`config.mk`:
```
export PLATFORM = sky130hd
export DESIGN_NAME = char_lcd_text_writer
export DESIGN_NICKNAME = d
export VERILOG_FILES = /design/src/hw/rtl/cltw_pkg.sv /design/src/hw/rtl/cltw_queue.sv /design/src/hw/rtl/cltw_front.sv /design/src/hw/rtl/cltw_back.sv /design/src/hw/rtl/char_lcd_text_writer.sv
export SDC_FILE = /design/constraint.sdc
export NUM_CORES = 1
export LEC_CHECK = 0
export BUFFER_PORTS_ARGS = -buffer_cell sky130_fd_sc_hd__buf_4
export CORE_UTILIZATION = 54
export CTS_BUF_LIST = sky130_fd_sc_hd__clkbuf_8
export CTS_CLUSTER_DIAMETER = 200
export DETAILED_ROUTE_END_ITERATION = 7
export GPL_TIMING_DRIVEN = 1
export PLACE_DENSITY_LB_ADDON = 0.3
export SYNTH_ARGS = -nofsm -noshare
export SYNTH_HDL_FRONTEND = slang
export SYNTH_SLANG_ARGS = --single-unit
```
`constraint.sdc`:
```
create_clock -name clk_i -period 4 [get_ports clk_i]
set_input_delay 0.2 -clock clk_i [delete_from_list [all_inputs] [get_ports clk_i]]
set_output_delay 0.2 -clock clk_i [all_outputs]
set_load 0.02 [all_outputs]
```
`src/hw/rtl/cltw_pkg.sv`:
```
// ----------------------------------------------------------------------------
// cltw_pkg: shared types and constants for the character LCD text writer
// Item modes, register indexes, control characters and address helpers.
// ----------------------------------------------------------------------------
package cltw_pkg;

  // item modes as carried in the input word
  typedef enum logic [1:0] {
    MODE_POS  = 2'd0,
    MODE_TEXT = 2'd1,
    MODE_RAW  = 2'd2
  } mode_e;

  // configuration register indexes
  localparam logic CFG_COLUMNS = 1'b0;
  localparam logic CFG_ROWS    = 1'b1;

  localparam logic [5:0] COLUMNS_RESET = 6'd16;
  localparam logic [2:0] ROWS_RESET    = 3'd2;

  // controller constants
  localparam logic [7:0] ADDR_CMD = 8'h80;
  localparam logic [7:0] CH_NL    = 8'h0A;
  localparam logic [7:0] CH_CR    = 8'h0D;
  localparam logic [7:0] CH_NUL   = 8'h00;

  localparam logic RS_CMD  = 1'b0;
  localparam logic RS_DATA = 1'b1;

  // default depth of the queue between front and back
  localparam int unsigned QUEUE_DEPTH = 2;

  // one queued work entry: one or two bytes to send as nibbles
  typedef struct packed {
    logic       two;
    logic       rs0;
    logic [7:0] b0;
    logic       rs1;
    logic [7:0] b1;
  } entry_t;

  // DDRAM base address per display row
  function automatic logic [7:0] row_base(input logic [1:0] r);
    logic [7:0] b;
    case (r)
      2'd0:    b = 8'h00;
      2'd1:    b = 8'h40;
      2'd2:    b = 8'h14;
      default: b = 8'h54;
    endcase
    return b;
  endfunction

  // row falls back to 0 when beyond the rows in use
  function automatic logic [1:0] row_fix(input logic [1:0] r, input logic [2:0] rows);
    return ({1'b0, r} >= rows) ? 2'd0 : r;
  endfunction

  // set-address command, kept to 8 bits
  function automatic logic [7:0] addr_cmd(input logic [5:0] c, input logic [1:0] r);
    return ADDR_CMD | ({2'b00, c} + row_base(r));
  endfunction

endpackage

```
`src/hw/rtl/cltw_queue.sv`:
```
// ----------------------------------------------------------------------------
// cltw_queue: small work queue between front and back
// Register-based FIFO of work entries with full and valid flags.
// ----------------------------------------------------------------------------
module cltw_queue #(
  parameter int unsigned Depth = cltw_pkg::QUEUE_DEPTH
) (
  input  logic             clk_i,
  input  logic             rst_ni,
  input  logic             push_i,
  input  cltw_pkg::entry_t push_data_i,
  output logic             full_o,
  input  logic             pop_i,
  output logic             head_valid_o,
  output cltw_pkg::entry_t head_o
);

  localparam int unsigned AW = (Depth > 1) ? $clog2(Depth) : 1;
  localparam int unsigned CW = $clog2(Depth + 1);
  localparam logic [AW-1:0] LAST_PTR = AW'(Depth - 1);
  localparam logic [CW-1:0] FULL_CNT = CW'(Depth);

  cltw_pkg::entry_t mem_q [Depth];
  logic [AW-1:0] wr_ptr_q, wr_ptr_d;
  logic [AW-1:0] rd_ptr_q, rd_ptr_d;
  logic [CW-1:0] cnt_q, cnt_d;
  logic          do_push, do_pop;

  assign full_o       = (cnt_q == FULL_CNT);
  assign head_valid_o = (cnt_q != '0);
  assign head_o       = mem_q[rd_ptr_q];
  assign do_push      = push_i && !full_o;
  assign do_pop       = pop_i && head_valid_o;

  // pointer and count update
  always_comb begin
    wr_ptr_d = wr_ptr_q;
    rd_ptr_d = rd_ptr_q;
    cnt_d    = cnt_q;
    if (do_push) begin
      wr_ptr_d = (wr_ptr_q == LAST_PTR) ? '0 : wr_ptr_q + 1'b1;
    end
    if (do_pop) begin
      rd_ptr_d = (rd_ptr_q == LAST_PTR) ? '0 : rd_ptr_q + 1'b1;
    end
    if (do_push && !do_pop) begin
      cnt_d = cnt_q + 1'b1;
    end else if (do_pop && !do_push) begin
      cnt_d = cnt_q - 1'b1;
    end
  end

  always_ff @(posedge clk_i or negedge rst_ni) begin
    if (!rst_ni) begin
      wr_ptr_q <= '0;
      rd_ptr_q <= '0;
      cnt_q    <= '0;
    end else begin
      wr_ptr_q <= wr_ptr_d;
      rd_ptr_q <= rd_ptr_d;
      cnt_q    <= cnt_d;
    end
  end

  // entry storage, no reset
  always_ff @(posedge clk_i) begin
    if (do_push) begin
      mem_q[wr_ptr_q] <= push_data_i;
    end
  end

endmodule

```
`src/hw/rtl/cltw_front.sv`:
```
// ----------------------------------------------------------------------------
// cltw_front: item decode and cursor tracking
// Accepts items, updates the cursor and queues the bytes each item causes.
// ----------------------------------------------------------------------------
module cltw_front (
  input  logic             clk_i,
  input  logic             rst_ni,
  // configuration
  input  logic             cfg_valid_i,
  input  logic             cfg_index_i,
  input  logic [5:0]       cfg_data_i,
  // items
  input  logic             in_valid_i,
  output logic             in_ready_o,
  input  logic [1:0]       mode_i,
  input  logic [5:0]       col_i,
  input  logic [1:0]       row_i,
  input  logic [7:0]       char_i,
  // queue side
  input  logic             queue_full_i,
  output logic             push_o,
  output cltw_pkg::entry_t entry_o
);

  logic [5:0] columns_q;
  logic [2:0] rows_q;
  logic [5:0] col_q, col_d;
  logic [1:0] row_q, row_d;
  logic       emit;
  logic       accept;

  // state after an optional line wrap
  logic       wrap;
  logic [5:0] col_w;
  logic [1:0] row_w;
  logic [1:0] row_t;

  assign in_ready_o = !queue_full_i;
  assign accept     = in_valid_i && in_ready_o;
  assign push_o     = accept && emit;

  // decode and cursor update
  always_comb begin
    col_d   = col_q;
    row_d   = row_q;
    emit    = 1'b0;
    entry_o = '0;
    wrap    = (col_q >= columns_q);
    col_w   = wrap ? 6'd0 : col_q;
    row_w   = wrap ? cltw_pkg::row_fix(row_q + 2'd1, rows_q) : row_q;
    row_t   = cltw_pkg::row_fix(row_i, rows_q);
    case (mode_i)
      cltw_pkg::MODE_POS: begin
        emit        = 1'b1;
        col_d       = col_i;
        row_d       = row_t;
        entry_o.rs0 = cltw_pkg::RS_CMD;
        entry_o.b0  = cltw_pkg::addr_cmd(col_i, row_t);
      end
      cltw_pkg::MODE_TEXT: begin
        if (char_i != cltw_pkg::CH_NUL) begin
          emit = 1'b1;
          // second byte: the character's own action
          if (char_i == cltw_pkg::CH_NL) begin
            col_d       = col_w;
            row_d       = cltw_pkg::row_fix(row_w + 2'd1, rows_q);
            entry_o.rs1 = cltw_pkg::RS_CMD;
            entry_o.b1  = cltw_pkg::addr_cmd(col_d, row_d);
          end else if (char_i == cltw_pkg::CH_CR) begin
            // current row may lie beyond a smaller row count
            col_d       = 6'd0;
            row_d       = cltw_pkg::row_fix(row_w, rows_q);
            entry_o.rs1 = cltw_pkg::RS_CMD;
            entry_o.b1  = cltw_pkg::addr_cmd(6'd0, row_d);
          end else begin
            col_d       = col_w + 6'd1;
            row_d       = row_w;
            entry_o.rs1 = cltw_pkg::RS_DATA;
            entry_o.b1  = char_i;
          end
          // wrap command goes first, otherwise shift action into slot 0
          if (wrap) begin
            entry_o.two = 1'b1;
            entry_o.rs0 = cltw_pkg::RS_CMD;
            entry_o.b0  = cltw_pkg::addr_cmd(6'd0, row_w);
          end else begin
            entry_o.rs0 = entry_o.rs1;
            entry_o.b0  = entry_o.b1;
          end
        end
      end
      cltw_pkg::MODE_RAW: begin
        emit        = 1'b1;
        entry_o.rs0 = cltw_pkg::RS_DATA;
        entry_o.b0  = char_i;
      end
      default: begin
        emit = 1'b0;
      end
    endcase
  end

  // cursor and configuration registers
  always_ff @(posedge clk_i or negedge rst_ni) begin
    if (!rst_ni) begin
      col_q     <= '0;
      row_q     <= '0;
      columns_q <= cltw_pkg::COLUMNS_RESET;
      rows_q    <= cltw_pkg::ROWS_RESET;
    end else begin
      if (accept) begin
        col_q <= col_d;
        row_q <= row_d;
      end
      if (cfg_valid_i) begin
        if (cfg_index_i == cltw_pkg::CFG_COLUMNS) begin
          columns_q <= cfg_data_i;
        end else begin
          rows_q <= cfg_data_i[2:0];
        end
      end
    end
  end

endmodule

```
`src/hw/rtl/cltw_back.sv`:
```
// ----------------------------------------------------------------------------
// cltw_back: nibble sequencer
// Splits queued bytes into nibbles, high first, into an output register.
// ----------------------------------------------------------------------------
module cltw_back (
  input  logic             clk_i,
  input  logic             rst_ni,
  input  logic             head_valid_i,
  input  cltw_pkg::entry_t head_i,
  output logic             pop_o,
  output logic             out_valid_o,
  input  logic             out_ready_i,
  output logic             out_rs_o,
  output logic [3:0]       out_nibble_o,
  output logic             out_last_o
);

  logic [1:0] idx_q, idx_d;
  logic       valid_q, valid_d;
  logic       rs_q, last_q;
  logic [3:0] nib_q;
  logic       load;
  logic       cur_rs, cur_last;
  logic [7:0] cur_byte;
  logic [3:0] cur_nib;

  // current nibble selection
  always_comb begin
    cur_rs   = idx_q[1] ? head_i.rs1 : head_i.rs0;
    cur_byte = idx_q[1] ? head_i.b1 : head_i.b0;
    cur_nib  = idx_q[0] ? cur_byte[3:0] : cur_byte[7:4];
    cur_last = idx_q[0] && (idx_q[1] || !head_i.two);
  end

  assign load  = head_valid_i && (!valid_q || out_ready_i);
  assign pop_o = load && cur_last;

  // sequencer and output valid
  always_comb begin
    idx_d   = idx_q;
    valid_d = valid_q;
    if (load) begin
      valid_d = 1'b1;
      idx_d   = cur_last ? 2'd0 : idx_q + 2'd1;
    end else if (out_ready_i) begin
      valid_d = 1'b0;
    end
  end

  always_ff @(posedge clk_i or negedge rst_ni) begin
    if (!rst_ni) begin
      idx_q   <= '0;
      valid_q <= 1'b0;
    end else begin
      idx_q   <= idx_d;
      valid_q <= valid_d;
    end
  end

  // output payload
  always_ff @(posedge clk_i) begin
    if (load) begin
      rs_q   <= cur_rs;
      nib_q  <= cur_nib;
      last_q <= cur_last;
    end
  end

  assign out_valid_o  = valid_q;
  assign out_rs_o     = rs_q;
  assign out_nibble_o = nib_q;
  assign out_last_o   = last_q;

endmodule

```
`src/hw/rtl/char_lcd_text_writer.sv`:
```
// ----------------------------------------------------------------------------
// char_lcd_text_writer: text stream to 4-bit character LCD bus words
// Tracks the cursor and emits command and data nibbles, high nibble first.
// ----------------------------------------------------------------------------
// Channel   Dir  Handshake              Contents
// s_axis    in   s_axis_tvalid/tready   text item word
// m_axis    out  m_axis_tvalid/tready   one nibble word, tlast ends the item
// cfg       in   cfg_valid_i/cfg_ready_o register index and value
//
// An item yields 0 to 4 nibble words.
// The back end emits one nibble word per cycle while m_axis_tready is high and
// the work queue holds an entry.
// The front keeps taking items while the work queue has room; a stalled
// output fills the queue and then holds s_axis_tready low.
// Reset clears the cursor to column 0, row 0, sets columns 16 and rows 2.
// ----------------------------------------------------------------------------
module char_lcd_text_writer #(
  parameter int unsigned QueueDepth = cltw_pkg::QUEUE_DEPTH
) (
  input  logic        clk_i,
  input  logic        rst_ni,
  // configuration write
  input  logic        cfg_valid_i,
  output logic        cfg_ready_o,
  input  logic        cfg_index_i,
  input  logic [5:0]  cfg_data_i,
  // input items
  input  logic        s_axis_tvalid,
  output logic        s_axis_tready,
  input  logic [23:0] s_axis_tdata,  // mode[1:0], col[7:2], row[9:8], char_code[17:10]
  // output nibbles
  output logic        m_axis_tvalid,
  input  logic        m_axis_tready,
  output logic [7:0]  m_axis_tdata,  // nibble[3:0]
  output logic        m_axis_tuser,  // reg_select[0]
  output logic        m_axis_tlast
);

  logic             push, pop, full, head_valid;
  cltw_pkg::entry_t entry, head;
  logic [3:0]       nibble;

  assign cfg_ready_o = 1'b1;

  cltw_front u_front (
    .clk_i        (clk_i),
    .rst_ni       (rst_ni),
    .cfg_valid_i  (cfg_valid_i),
    .cfg_index_i  (cfg_index_i),
    .cfg_data_i   (cfg_data_i),
    .in_valid_i   (s_axis_tvalid),
    .in_ready_o   (s_axis_tready),
    .mode_i       (s_axis_tdata[1:0]),
    .col_i        (s_axis_tdata[7:2]),
    .row_i        (s_axis_tdata[9:8]),
    .char_i       (s_axis_tdata[17:10]),
    .queue_full_i (full),
    .push_o       (push),
    .entry_o      (entry)
  );

  cltw_queue #(
    .Depth (QueueDepth)
  ) u_queue (
    .clk_i        (clk_i),
    .rst_ni       (rst_ni),
    .push_i       (push),
    .push_data_i  (entry),
    .full_o       (full),
    .pop_i        (pop),
    .head_valid_o (head_valid),
    .head_o       (head)
  );

  cltw_back u_back (
    .clk_i        (clk_i),
    .rst_ni       (rst_ni),
    .head_valid_i (head_valid),
    .head_i       (head),
    .pop_o        (pop),
    .out_valid_o  (m_axis_tvalid),
    .out_ready_i  (m_axis_tready),
    .out_rs_o     (m_axis_tuser),
    .out_nibble_o (nibble),
    .out_last_o   (m_axis_tlast)
  );

  assign m_axis_tdata = {4'b0000, nibble};

endmodule
```
==> out/metrics.cfg <==
[run_status]
status=complete, but fails checks
failed_checks=setup timing

[routing]
ant_nets=0
viasPerCell=5.86
vias=3006
drt-total-wl_um=9090
drcViolationCount=0
drt_iter0_drc=193
drtPass1Iterations=4
wl_per_cell_um=17.7

[sta]
maxSlewViolCount=0
period_share=1.03
rsz0062_at_grt=yes
hold_slack_ps=42.2
setup_ws_ps=-136
setup_viol_count_final=10
max_freq_ghz=0.242
slew_headroom=0.397
min_period_ps=4140
worstMarginPinSlew_ps=904
finalClockSkew_ps=11.8
hold_viol_final=0

[grt]
grt_max_degree=25
antenna_found_initial=0
grt_pass1_vias=3042
track_usage=0.265
grt_pass1_wl_um=14800
globalRouteOverflowTotal=0

[clock_network]
cts_buffers=9
clk_pin_slew_ps=80
cts_max_level=3
cts_tree=built
clkSinkCount=68
cts_root_buffer=clkbuf_8
clkLatencyLatePin_ps=350
clockBufferDepth=2

[synth]
synth_ff_type=edfxtp_1
synth_top_area_frac=0.337
synth_edf_count=44
synth.distinct_cells=56
postSynthCellCount=354
synthesis.area_um2=3920
yosys_warnings=0
synth_async_sr_flop_share=0.353
yosysSeqAreaShare=0.491
synth_largest_area_cell=edfxtp_1
synth_area_per_cell_um2=11.1
ys_seq_elements=68
yosys-top-cells-area=edfxtp_1 34%, dfrtp_1 14%, ha_1 7.7%, mux4_2 5.2%, a21oi_1 4.2%

[finish]
area_growth_syn_to_layout_pct=23.8
layout-drive-gt1-share=0.307
n_fill_cell=522
final_cell_area_um2=4850
antennaDiodeCount=0
final_core_util=0.703
final_nets=472
final_common_cell=buf_4
final_cell_mix=62 x buf_4, 44 x edfxtp_1, 31 x a21oi_1

[place]
dp_hpwl_um=6640
port_buffers=37
gp_congestion=0.918
place_area_um2=4440

[power_and_ir_drop]
total_power_w=0.00383
leakagePower_nw=1.96
cellPowerDensity_nw_per_um2=789
ir_drop_uv=485

[worst_setup_path]
cp.depth=19
cp-start-kind=register
crit_family=adder cells
slowest_delay_ps=530
crit_type=reg -> reg
ff2ff_path_depth=19
slowest_stage=dfstp_2
startpoint=u_front.columns_q[4]
cp_cell_sequence=inv_2 > ha_4 > nand4_1 > o21ai_4 > mux2i_2 > inv_2 > ha_4 > ha_4 > nor2_4 > or3_4 > and2_4 > ha_4 > ha_4 > a21oi_2 > nor2_2 > nand3_1 > a211oi_2 > a211o_1 > o31ai_2
critPathCapture=u_queue.mem_q[0][15]
crit_path_frequent_cell=ha_4
critPathArrivalTime_ps=4300
crit_path_max_fanout=4
reg2reg_slack_ps=-140
rr_startpoint=u_front.columns_q[4]
crit_buf_inv=2
required_ps=4160
crit_path_end_kind=register
timing.rr.end=u_queue.mem_q[0][15]

[die]
coreArea_um2=6910
dieArea_um2=7600
rows=30
io_pins=49
fp.dieH_um=87.2
start_util=0.568
die_x_um=87.2

[worst_hold_path]
hold_path_class=in -> reg

[job]
drv_cap=0

-- metal layers --
| layer | track usage | part of all wire |
|---|---|---|
| met1 | 0.313 | 0.41 |
| met2 | 0.458 | 0.51 |
| met3 | 0.0436 | 0.050 |
| met4 | 0.151 | 0.028 |
| met5 | 0 | 0 |
-- per-stage QoR --
step	setup TNS [ps]	worst slack [ps]	instances
2_1_floorplan	0	1.93	357
3_3_place_gp	-215	-55.6	491
3_5_place_dp	-1300	-177	491
4_1_cts	-496	-140	511
5_1_grt	-2060	-266	513
6_report	-800	-136	513
-- synth_stat cells (6+ instances only) --
master,count
nor2_1,28
ha_1,24
inv_1,20
mux4_2,9
clkbuf_1,9
nor2b_1,6
edfxtp_1,44
a21oi_1,33
o21ai_0,17
dfrtp_1,22
nand2b_1,6
mux2i_1,8
xor2_1,9
mux2_2,8
nand2_1,22
-- registers in the layout (all words and copies together), names as in the netlist, 2 cells and up --
name and count:
u_queue.mem_q 38, u_front.col_q 6, u_front.columns_q 6, u_back.out_nibble_o 4, u_front.rows_q 3, u_back.idx_q 2
u_front.row_q 2, u_queue.cnt_q 2
-- power breakdown --
part	switching, W	internal (W)	total [W]
logic	0.000993	0.00100	0.00200
registers	0.000155	0.00100	0.00116
clock network	0.000265	0.000413	0.000677
-- timing repair --
item	CTS	global route
endpoints found under the setup margin	10	14
hold buffers	1	0
buffers inserted	3	2
endpoints found under the hold margin	22	0
resized for setup	14	10
pin swaps	15	17
-- cells by family after synthesis --
group,after synthesis,share of synthesized area
buffers and inverters,39,0.0437
xor gates and xnor gates,13,0.0290
other,2,0.00192
DFF,68,0.491
muxes,25,0.0951
adders and majority gates,24,0.0766
and+or+nand+nor,94,0.120
AOI/OAI and AO/OA,89,0.143
-- tightest hold or removal path: stages --
cell	delay, ps
buf_4	70
nand2_1	30
o21ai_0	50
-- how the worst min path moves through the flow --
| stage | startpoint | to | slack (ps) | depth (start not counted) |
|---|---|---|---|---|
| 6_report | cfg_data_i[3] | u_front.columns_q[3] | 40 | 3 |
| 3_3_place_gp | rst_ni | u_back.idx_q[0] | 110 | 1 |
| 2_1_floorplan | rst_ni | u_back.idx_q[0] | -100 | 0 |
| 3_5_place_dp | rst_ni | u_back.idx_q[0] | 120 | 1 |
| 5_1_grt | m_axis_tready | u_back.out_valid_o | 40 | 2 |
| 4_1_cts | cfg_data_i[3] | u_front.columns_q[3] | 30 | 3 |
-- final cells by class --
| cell class | count | area (um2) | share of cell area |
|---|---|---|---|
| Clock buffer | 9 | 124 | 0.0255 |
| Clock inverter | 7 | 116 | 0.0240 |
| Inverter | 20 | 75.1 | 0.0155 |
| Multi-Input combinational cell | 250 | 2020 | 0.416 |
| Sequential cell | 68 | 1920 | 0.396 |
| Tap cell | 96 | 120 | 0.0247 |
| Timing Repair Buffer | 63 | 475 | 0.0979 |
(Power assumes the default switching activity.)
